`src/rtl/gscf_pkg.sv`:
```
`default_nettype none
// ----------------------------------------------------------------------------
// gscf_pkg
// Shared widths and defaults for the glyph slot cache.
// ----------------------------------------------------------------------------
package gscf_pkg;

    localparam int CODE_W       = 21;   // character code width
    localparam int SLOT_W       = 8;    // glyph slot number width
    localparam int S_TDATA_W    = 24;   // code_point padded to bytes
    localparam int M_TDATA_W    = 16;   // glyph_slot, fill_needed padded to bytes
    localparam int SLOT_SUM_W   = 10;   // room for base + index before masking

    localparam int DEF_ASCII_SLOTS   = 128;
    localparam int DEF_DYNAMIC_SLOTS = 32;

endpackage : gscf_pkg
`default_nettype wire

```
`src/rtl/gscf_tag_store.sv`:
```
`default_nettype none
// ----------------------------------------------------------------------------
// gscf_tag_store
// Dynamic slot tag memory: one write port, one registered read port.
// Per-entry valid bits cleared at reset; an unwritten entry reads as zero.
// ----------------------------------------------------------------------------
module gscf_tag_store
    import gscf_pkg::*;
#(
    parameter int DEPTH  = DEF_DYNAMIC_SLOTS,
    parameter int ADDR_W = $clog2(DEPTH)
) (
    input  wire logic              aclk,
    input  wire logic              aresetn,
    input  wire logic              rd_en,
    input  wire logic [ADDR_W-1:0] rd_addr,
    output logic      [CODE_W-1:0] rd_tag,
    input  wire logic              wr_en,
    input  wire logic [ADDR_W-1:0] wr_addr,
    input  wire logic [CODE_W-1:0] wr_tag
);

    logic [CODE_W-1:0] mem [DEPTH];
    logic [DEPTH-1:0]  valid_reg;
    logic [CODE_W-1:0] rd_data_reg;
    logic              rd_valid_reg;

    always_ff @(posedge aclk) begin
        if (wr_en) begin
            mem[wr_addr] <= wr_tag;
        end
        if (rd_en) begin
            rd_data_reg <= mem[rd_addr];
        end
    end

    always_ff @(posedge aclk) begin
        if (!aresetn) begin
            valid_reg    <= '0;
            rd_valid_reg <= 1'b0;
        end else begin
            if (wr_en) begin
                valid_reg[wr_addr] <= 1'b1;
            end
            if (rd_en) begin
                rd_valid_reg <= valid_reg[rd_addr];
            end
        end
    end

    assign rd_tag = rd_valid_reg ? rd_data_reg : '0;

endmodule : gscf_tag_store
`default_nettype wire

```
`src/rtl/glyph_slot_cache_fifo_top.sv`:
```
`default_nettype none
// ----------------------------------------------------------------------------
// glyph_slot_cache_fifo_top
// Maps a character code to a glyph store slot. Codes below ASCII_SLOTS use
// their own fixed slot; others are looked up among DYNAMIC_SLOTS tags with
// round-robin (oldest first) replacement on a miss.
// ----------------------------------------------------------------------------
//
//  channel  | dir | word fields (low bit up)             | handshake
//  ---------+-----+--------------------------------------+--------------------
//  s_axis   | in  | code_point[20:0], pad                | tvalid & tready
//  m_axis   | out | glyph_slot[7:0], fill_needed, pad    | tvalid & tready
//
// A fixed-slot code is accepted, then loaded into the output register. A
// dynamic code scans the tag memory one entry per cycle on its single read
// port: a miss reads every entry, a hit stops at the first matching one.
// s_axis_tready is high only in idle. A result waits in ST_OUT until the
// output register frees, so a held-off receiver stalls the input.
// Reset (aresetn low, synchronous) clears the tag valid bits and evict pointer.
// ----------------------------------------------------------------------------
module glyph_slot_cache_fifo_top
    import gscf_pkg::*;
#(
    parameter int ASCII_SLOTS   = DEF_ASCII_SLOTS,
    parameter int DYNAMIC_SLOTS = DEF_DYNAMIC_SLOTS
) (
    input  wire logic                 aclk,
    input  wire logic                 aresetn,
    input  wire logic                 s_axis_tvalid,
    output logic                      s_axis_tready,
    input  wire logic [S_TDATA_W-1:0] s_axis_tdata,   // [20:0] code_point
    output logic                      m_axis_tvalid,
    input  wire logic                 m_axis_tready,
    output logic      [M_TDATA_W-1:0] m_axis_tdata    // [7:0] glyph_slot, [8] fill_needed
);

    localparam int IDX_W = $clog2(DYNAMIC_SLOTS);
    localparam logic [IDX_W-1:0] LAST_IDX = IDX_W'(DYNAMIC_SLOTS - 1);

    // sequencer states
    localparam logic [1:0] ST_IDLE = 2'd0;
    localparam logic [1:0] ST_SCAN = 2'd1;
    localparam logic [1:0] ST_OUT  = 2'd2;

    logic [1:0]        state_reg, state_next;
    logic [CODE_W-1:0] code_reg, code_next;
    logic [IDX_W-1:0]  idx_reg, idx_next;        // read address being issued
    logic              issue_reg, issue_next;    // more entries to read
    logic [IDX_W-1:0]  cmp_idx_reg;              // entry whose tag is on rd_tag
    logic              cmp_live_reg;
    logic [IDX_W-1:0]  evict_reg, evict_next;
    logic [SLOT_W-1:0] res_slot_reg, res_slot_next;
    logic              res_fill_reg, res_fill_next;
    logic              m_valid_reg, m_valid_next;
    logic [SLOT_W-1:0] m_slot_reg, m_slot_next;
    logic              m_fill_reg, m_fill_next;

    logic              s_accept;
    logic              out_free;
    logic              rd_en;
    logic [CODE_W-1:0] rd_tag;
    logic              tag_hit;
    logic              tag_miss;
    logic              wr_en;
    logic [CODE_W-1:0] in_code;
    logic [SLOT_SUM_W-1:0] hit_sum;
    logic [SLOT_SUM_W-1:0] miss_sum;

    assign in_code       = s_axis_tdata[CODE_W-1:0];
    assign s_axis_tready = (state_reg == ST_IDLE);
    assign s_accept      = s_axis_tvalid && s_axis_tready;
    assign out_free      = !m_valid_reg || m_axis_tready;

    assign rd_en    = (state_reg == ST_SCAN) && issue_reg;
    assign tag_hit  = (state_reg == ST_SCAN) && cmp_live_reg && (rd_tag == code_reg);
    assign tag_miss = (state_reg == ST_SCAN) && cmp_live_reg && !tag_hit
                      && (cmp_idx_reg == LAST_IDX);
    assign wr_en    = tag_miss;

    // slot = base + index, kept to the low 8 bits
    assign hit_sum  = SLOT_SUM_W'(ASCII_SLOTS) + SLOT_SUM_W'(cmp_idx_reg);
    assign miss_sum = SLOT_SUM_W'(ASCII_SLOTS) + SLOT_SUM_W'(evict_reg);

    gscf_tag_store #(
        .DEPTH  (DYNAMIC_SLOTS),
        .ADDR_W (IDX_W)
    ) u_tags (
        .aclk    (aclk),
        .aresetn (aresetn),
        .rd_en   (rd_en),
        .rd_addr (idx_reg),
        .rd_tag  (rd_tag),
        .wr_en   (wr_en),
        .wr_addr (evict_reg),
        .wr_tag  (code_reg)
    );

    always_comb begin
        state_next    = state_reg;
        code_next     = code_reg;
        idx_next      = idx_reg;
        issue_next    = issue_reg;
        evict_next    = evict_reg;
        res_slot_next = res_slot_reg;
        res_fill_next = res_fill_reg;
        m_valid_next  = m_valid_reg && !m_axis_tready;
        m_slot_next   = m_slot_reg;
        m_fill_next   = m_fill_reg;

        unique case (state_reg)
            ST_IDLE: begin
                if (s_accept) begin
                    code_next = in_code;
                    if (in_code < CODE_W'(ASCII_SLOTS)) begin
                        // fixed slot: the code is the slot number
                        res_slot_next = in_code[SLOT_W-1:0];
                        res_fill_next = 1'b0;
                        state_next    = ST_OUT;
                    end else begin
                        idx_next   = '0;
                        issue_next = 1'b1;
                        state_next = ST_SCAN;
                    end
                end
            end
            ST_SCAN: begin
                if (issue_reg) begin
                    if (idx_reg == LAST_IDX) begin
                        issue_next = 1'b0;
                    end else begin
                        idx_next = idx_reg + 1'b1;
                    end
                end
                if (tag_hit) begin
                    // first match in scan order is the lowest slot
                    res_slot_next = hit_sum[SLOT_W-1:0];
                    res_fill_next = 1'b0;
                    issue_next    = 1'b0;
                    state_next    = ST_OUT;
                end else if (tag_miss) begin
                    res_slot_next = miss_sum[SLOT_W-1:0];
                    res_fill_next = 1'b1;
                    evict_next    = (evict_reg == LAST_IDX) ? '0 : evict_reg + 1'b1;
                    state_next    = ST_OUT;
                end
            end
            ST_OUT: begin
                if (out_free) begin
                    m_valid_next = 1'b1;
                    m_slot_next  = res_slot_reg;
                    m_fill_next  = res_fill_reg;
                    state_next   = ST_IDLE;
                end
            end
            default: begin
                state_next = ST_IDLE;
            end
        endcase
    end

    always_ff @(posedge aclk) begin
        if (!aresetn) begin
            state_reg    <= ST_IDLE;
            issue_reg    <= 1'b0;
            cmp_live_reg <= 1'b0;
            evict_reg    <= '0;
            m_valid_reg  <= 1'b0;
        end else begin
            state_reg    <= state_next;
            issue_reg    <= issue_next;
            cmp_live_reg <= rd_en;
            evict_reg    <= evict_next;
            m_valid_reg  <= m_valid_next;
        end
    end

    // payload, no reset
    always_ff @(posedge aclk) begin
        code_reg     <= code_next;
        idx_reg      <= idx_next;
        cmp_idx_reg  <= idx_reg;
        res_slot_reg <= res_slot_next;
        res_fill_reg <= res_fill_next;
        m_slot_reg   <= m_slot_next;
        m_fill_reg   <= m_fill_next;
    end

    assign m_axis_tvalid = m_valid_reg;
    assign m_axis_tdata  = {{(M_TDATA_W - SLOT_W - 1){1'b0}}, m_fill_reg, m_slot_reg};

`ifndef NO_ASSERTIONS
    // a tag is only rewritten at the end of a full scan
    a_wr_in_scan: assert property (@(posedge aclk) disable iff (!aresetn)
        wr_en |-> (state_reg == ST_SCAN) && (cmp_idx_reg == LAST_IDX))
        else $error("tag write outside end of scan");

    // every miss moves the evict pointer
    a_evict_moves: assert property (@(posedge aclk) disable iff (!aresetn)
        wr_en |=> evict_reg != $past(evict_reg))
        else $error("evict pointer did not advance on miss");

    // pointer only moves on a miss
    a_evict_hold: assert property (@(posedge aclk) disable iff (!aresetn)
        !wr_en |=> $stable(evict_reg))
        else $error("evict pointer moved without a miss");

    // an accepted code always leaves idle
    a_accept_busy: assert property (@(posedge aclk) disable iff (!aresetn)
        s_accept |=> !s_axis_tready)
        else $error("ready after accept");

    // the output stage is left only for idle
    a_out_exit: assert property (@(posedge aclk) disable iff (!aresetn)
        (state_reg == ST_OUT) |=> (state_reg == ST_OUT) || (state_reg == ST_IDLE))
        else $error("bad exit from output state");
`endif

endmodule : glyph_slot_cache_fifo_top
`default_nettype wire
```
`config.mk`:
```
export PLATFORM = sky130hd
export DESIGN_NAME = glyph_slot_cache_fifo_top
export DESIGN_NICKNAME = d
export VERILOG_FILES = /design/src/rtl/gscf_pkg.sv /design/src/rtl/gscf_tag_store.sv /design/src/rtl/glyph_slot_cache_fifo_top.sv
export SDC_FILE = /design/constraint.sdc
export NUM_CORES = 1
export LEC_CHECK = 0
export ABC_AREA = 0
export BUFFER_PORTS_ARGS = -buffer_cell sky130_fd_sc_hd__clkbuf_2
export CORE_MARGIN = 2
export CORE_UTILIZATION = 25
export DETAILED_ROUTE_END_ITERATION = 8
export REMOVE_ABC_BUFFERS = 1
export SETUP_SLACK_MARGIN = 0.4
export SLEW_MARGIN = 20
export SYNTH_ARGS = -nofsm -noshare
export SYNTH_HDL_FRONTEND = slang
export SYNTH_HIERARCHICAL = 1
export SYNTH_SLANG_ARGS = --single-unit
export TNS_END_PERCENT = 5
```
`constraint.sdc`:
```
create_clock -name aclk -period 4.7 [get_ports aclk]
set_input_delay 0.47 -clock aclk [delete_from_list [all_inputs] [get_ports aclk]]
set_output_delay 0.47 -clock aclk [all_outputs]
set_load 0.02 [all_outputs]
```
==> results.toml <==
[cells_and_area]
fillCellCount = 11600
area_growth_pct = 16.4
final_nets = 1520
largest_reg_flops = 672
diodes = 0
drive_gt1_share_pct = 31.5

[min_path]
holdCritPathClass = "in2reg"

[floorplanning]
fp-row-count = 127
pin_count = 46
die_h_um = 352
dieArea_um2 = 124000
core_area_um2 = 120000
initial_utilization_pct = 25.2
die_width_um = 352

[yosys]
synth.cell_area_um2 = 30300
seq_area_frac_synth_pct = 76.3
yosys_warnings = 6
synth_edf_count = 737
yosysUniqueCellTypes = 51
synthCells = 1367
ys_async_sr_fraction_pct = 0
synth_area_per_cell_um2 = 22.1
synth_ff_type = "edfxtp_1"
ys_seq_elements = 785

[drt]
drc = 0
drt-total-wl_um = 68800
drtAntennaViolNets = 0
vias_per_cell = 4.51
drt_first_iter_violations = 1399
via_count = 14200
dr.pass1.iters = 7
wire_per_inst_um = 21.8

[sta]
finalHoldViolations = 0
drv_slew = 0
rsz0062_at_grt = "no"
whs_ns = 0.0466
fmax_ghz = 0.251
finalSetupViolCount = 0
fin_crit_ns = 3.98
period_share_pct = 84.7
setup_tns_ns = 0
worst_pin_slew_ns = 1.04
skew_ns = 0.0266
relSlewSlack_pct = 30.7

[critical_path]
cp_top_family = "simple AND/OR/NAND/NOR gates"
path_max_fanout = 22
crit_chain = "and2_1, xor2_1, nor3_1, and4_4, a21oi_4, or3b_2, nor2_2, buf_12"
worstSetupPathType = "reg2reg"
path_buf_inv = 1
worstPathRequired_ns = 5.01
crit_path_end_kind = "flop"
cp.arrival_ns = 4.29
critPathMaxStageDelay_ns = 0.79
worst_path_max_delay_cell = "dfxtp_1"
cp-start-kind = "flop"

[job]
max_cap_violations = 0

[clocking]
post_cts_resized = 0
path_clk_slew_ns = 0.06
cts_setup_buffers = 0
cts_tree = "yes"
ctsHoldBuffers = 0
cts_root_buf = "clkbuf_16"
cts_max_level = 3
cts_buffer_depth = 3
cts_sinks = 785
cts_buffers = 76
clk_latency_ns = 0.62

[global_routing]
overflow = 0
grt_pass1_wl_um = 101000
gr-usage-met2_pct = 18.2
antenna_found_initial = 2
grt_max_degree = 89
track_usage_pct = 10.9
grt_pass1_vias = 14800
grt_busiest_layer = "met2"
met3_usage_pct = 2.02
use_met1_pct = 14.0

[outcome]
status = "finished clean"

[placed_design]
portBuffers = 35
place.gp.congestion = 0.822
hpwl_um = 40700

[pwr]
leakagePower_nw = 10.8
ir_drop_v = 0.000255
power_density_nw_per_um2 = 431
-- path summary, 6_finish.rpt --
kind	slack, ns	to	from	cells past startpoint
worst min register to register	0.43	m_slot_reg[7]	res_slot_reg[7]	0
worst min-delay path	0.05	code_reg[18]	s_axis_tdata[18]	1
worst max-delay path	0.72	u_tags/mem[8][4]	u_tags/rd_valid_reg	8
worst max register to register	0.72	u_tags/mem[8][4]	u_tags/rd_valid_reg	8
-- cell usage in the layout, fill, tap and decap left out, types with 3 or more instances in the layout --
cell type  count
nand3_1        9
mux2_2        21
a22oi_1        3
nand3b_1       5
clkinv_1      16
buf_4         59
ha_1           4
buf_12        15
nor2_2        32
clkinv_2      13
and3_1         6
clkbuf_16     79
nand2_1       20
clkbuf_2      35
and2_1        24
edfxtp_1     737
nor4_1         9
clkbuf_1      15
bufinv_16      4
xor2_1        22
or3_1          3
or3b_2         3
a31oi_1        8
nand4b_1       3
mux2i_1       19
a21oi_1        4
o21a_1        33
conb_1         7
nor2_1        19
o21ai_0        8
nand4_1        9
dfxtp_1       48
inv_1          6
nand2b_1       3
mux4_2       210
-- final cells by class --
type,count,area [um2],share of cell area [%]
well taps,1612,2020,5.72
clock inverters,37,278,0.788
repair buffers,111,948,2.69
clock buffers,94,2030,5.77
multi-input cells,508,6840,19.4
flip-flops and latches,785,23100,65.5
inverters,6,22.5,0.0639
-- report_power, final --
group | internal, mW | switching (mW)
Combinational | 0.709 | 0.831
Sequential | 7.80 | 0.0737
Clock | 3.28 | 2.48
-- Yosys cell counts (4+ instances only) --
cell,number,share of area (%)
a21oi_1,4,0.066
a31oi_1,8,0.17
and2_1,24,0.50
and3_1,6,0.12
buf_1,9,0.11
buf_2,7,0.12
buf_4,19,0.47
buf_6,7,0.26
clkbuf_1,31,0.38
dfxtp_1,48,3.2
edfxtp_1,737,73
ha_1,4,0.17
inv_1,6,0.074
mux2_2,21,0.78
mux2i_1,19,0.63
mux4_2,210,16
nand2_1,20,0.25
nand3_1,9,0.15
nand3b_1,5,0.12
nand4_1,9,0.19
nor2_1,51,0.63
nor4_1,9,0.19
o21a_1,33,0.82
o21ai_0,8,0.13
xor2_1,22,0.64
-- metal layers --
| layer | share of wire [%] | wire length (um) |
|---|---|---|
| met3 | 6.1 | 4230 |
| met1 | 42 | 28600 |
| met4 | 2.9 | 1980 |
| met5 | 0.038 | 26 |
| met2 | 49 | 33900 |
-- worst reg2reg max path, cell delays in order (launching register included) --
cell and delay, ns:
dfxtp_1 0.79, and2_1 0.24, xor2_1 0.39, nor3_1 0.13, and4_4 0.27, a21oi_4 0.29, or3b_2 0.64, nor2_2 0.63
buf_12 0.26
-- stage by stage --
stage	power (mW)	util, %	setup slack, ns	area, um2	std cells
5_1_grt	15.7	29.4	0.650	35200	3153
4_1_cts	15.3	29.3	0.854	35200	3151
2_1_floorplan	9.26	-	-4.04	29900	1299
3_5_place_dp	9.59	27.4	0.881	32900	3020
6_report	15.2	29.4	0.720	35200	3153
3_3_place_gp	9.55	27.4	0.898	32900	3020
-- logic make-up after synthesis --
family / count (synthesis) / share of synthesized area (%)
AO/OA/AOI/OAI: 69 / 1.68
other: 1 / 0.0124
adder cells (fa/ha/maj): 4 / 0.165
flip-flops: 785 / 76.3
multiplexers: 250 / 17.0
XOR/XNOR: 23 / 0.665
AND/OR/NAND/NOR: 155 / 2.69
buffers and inverters: 80 / 1.48
(Power assumes the default switching activity.)
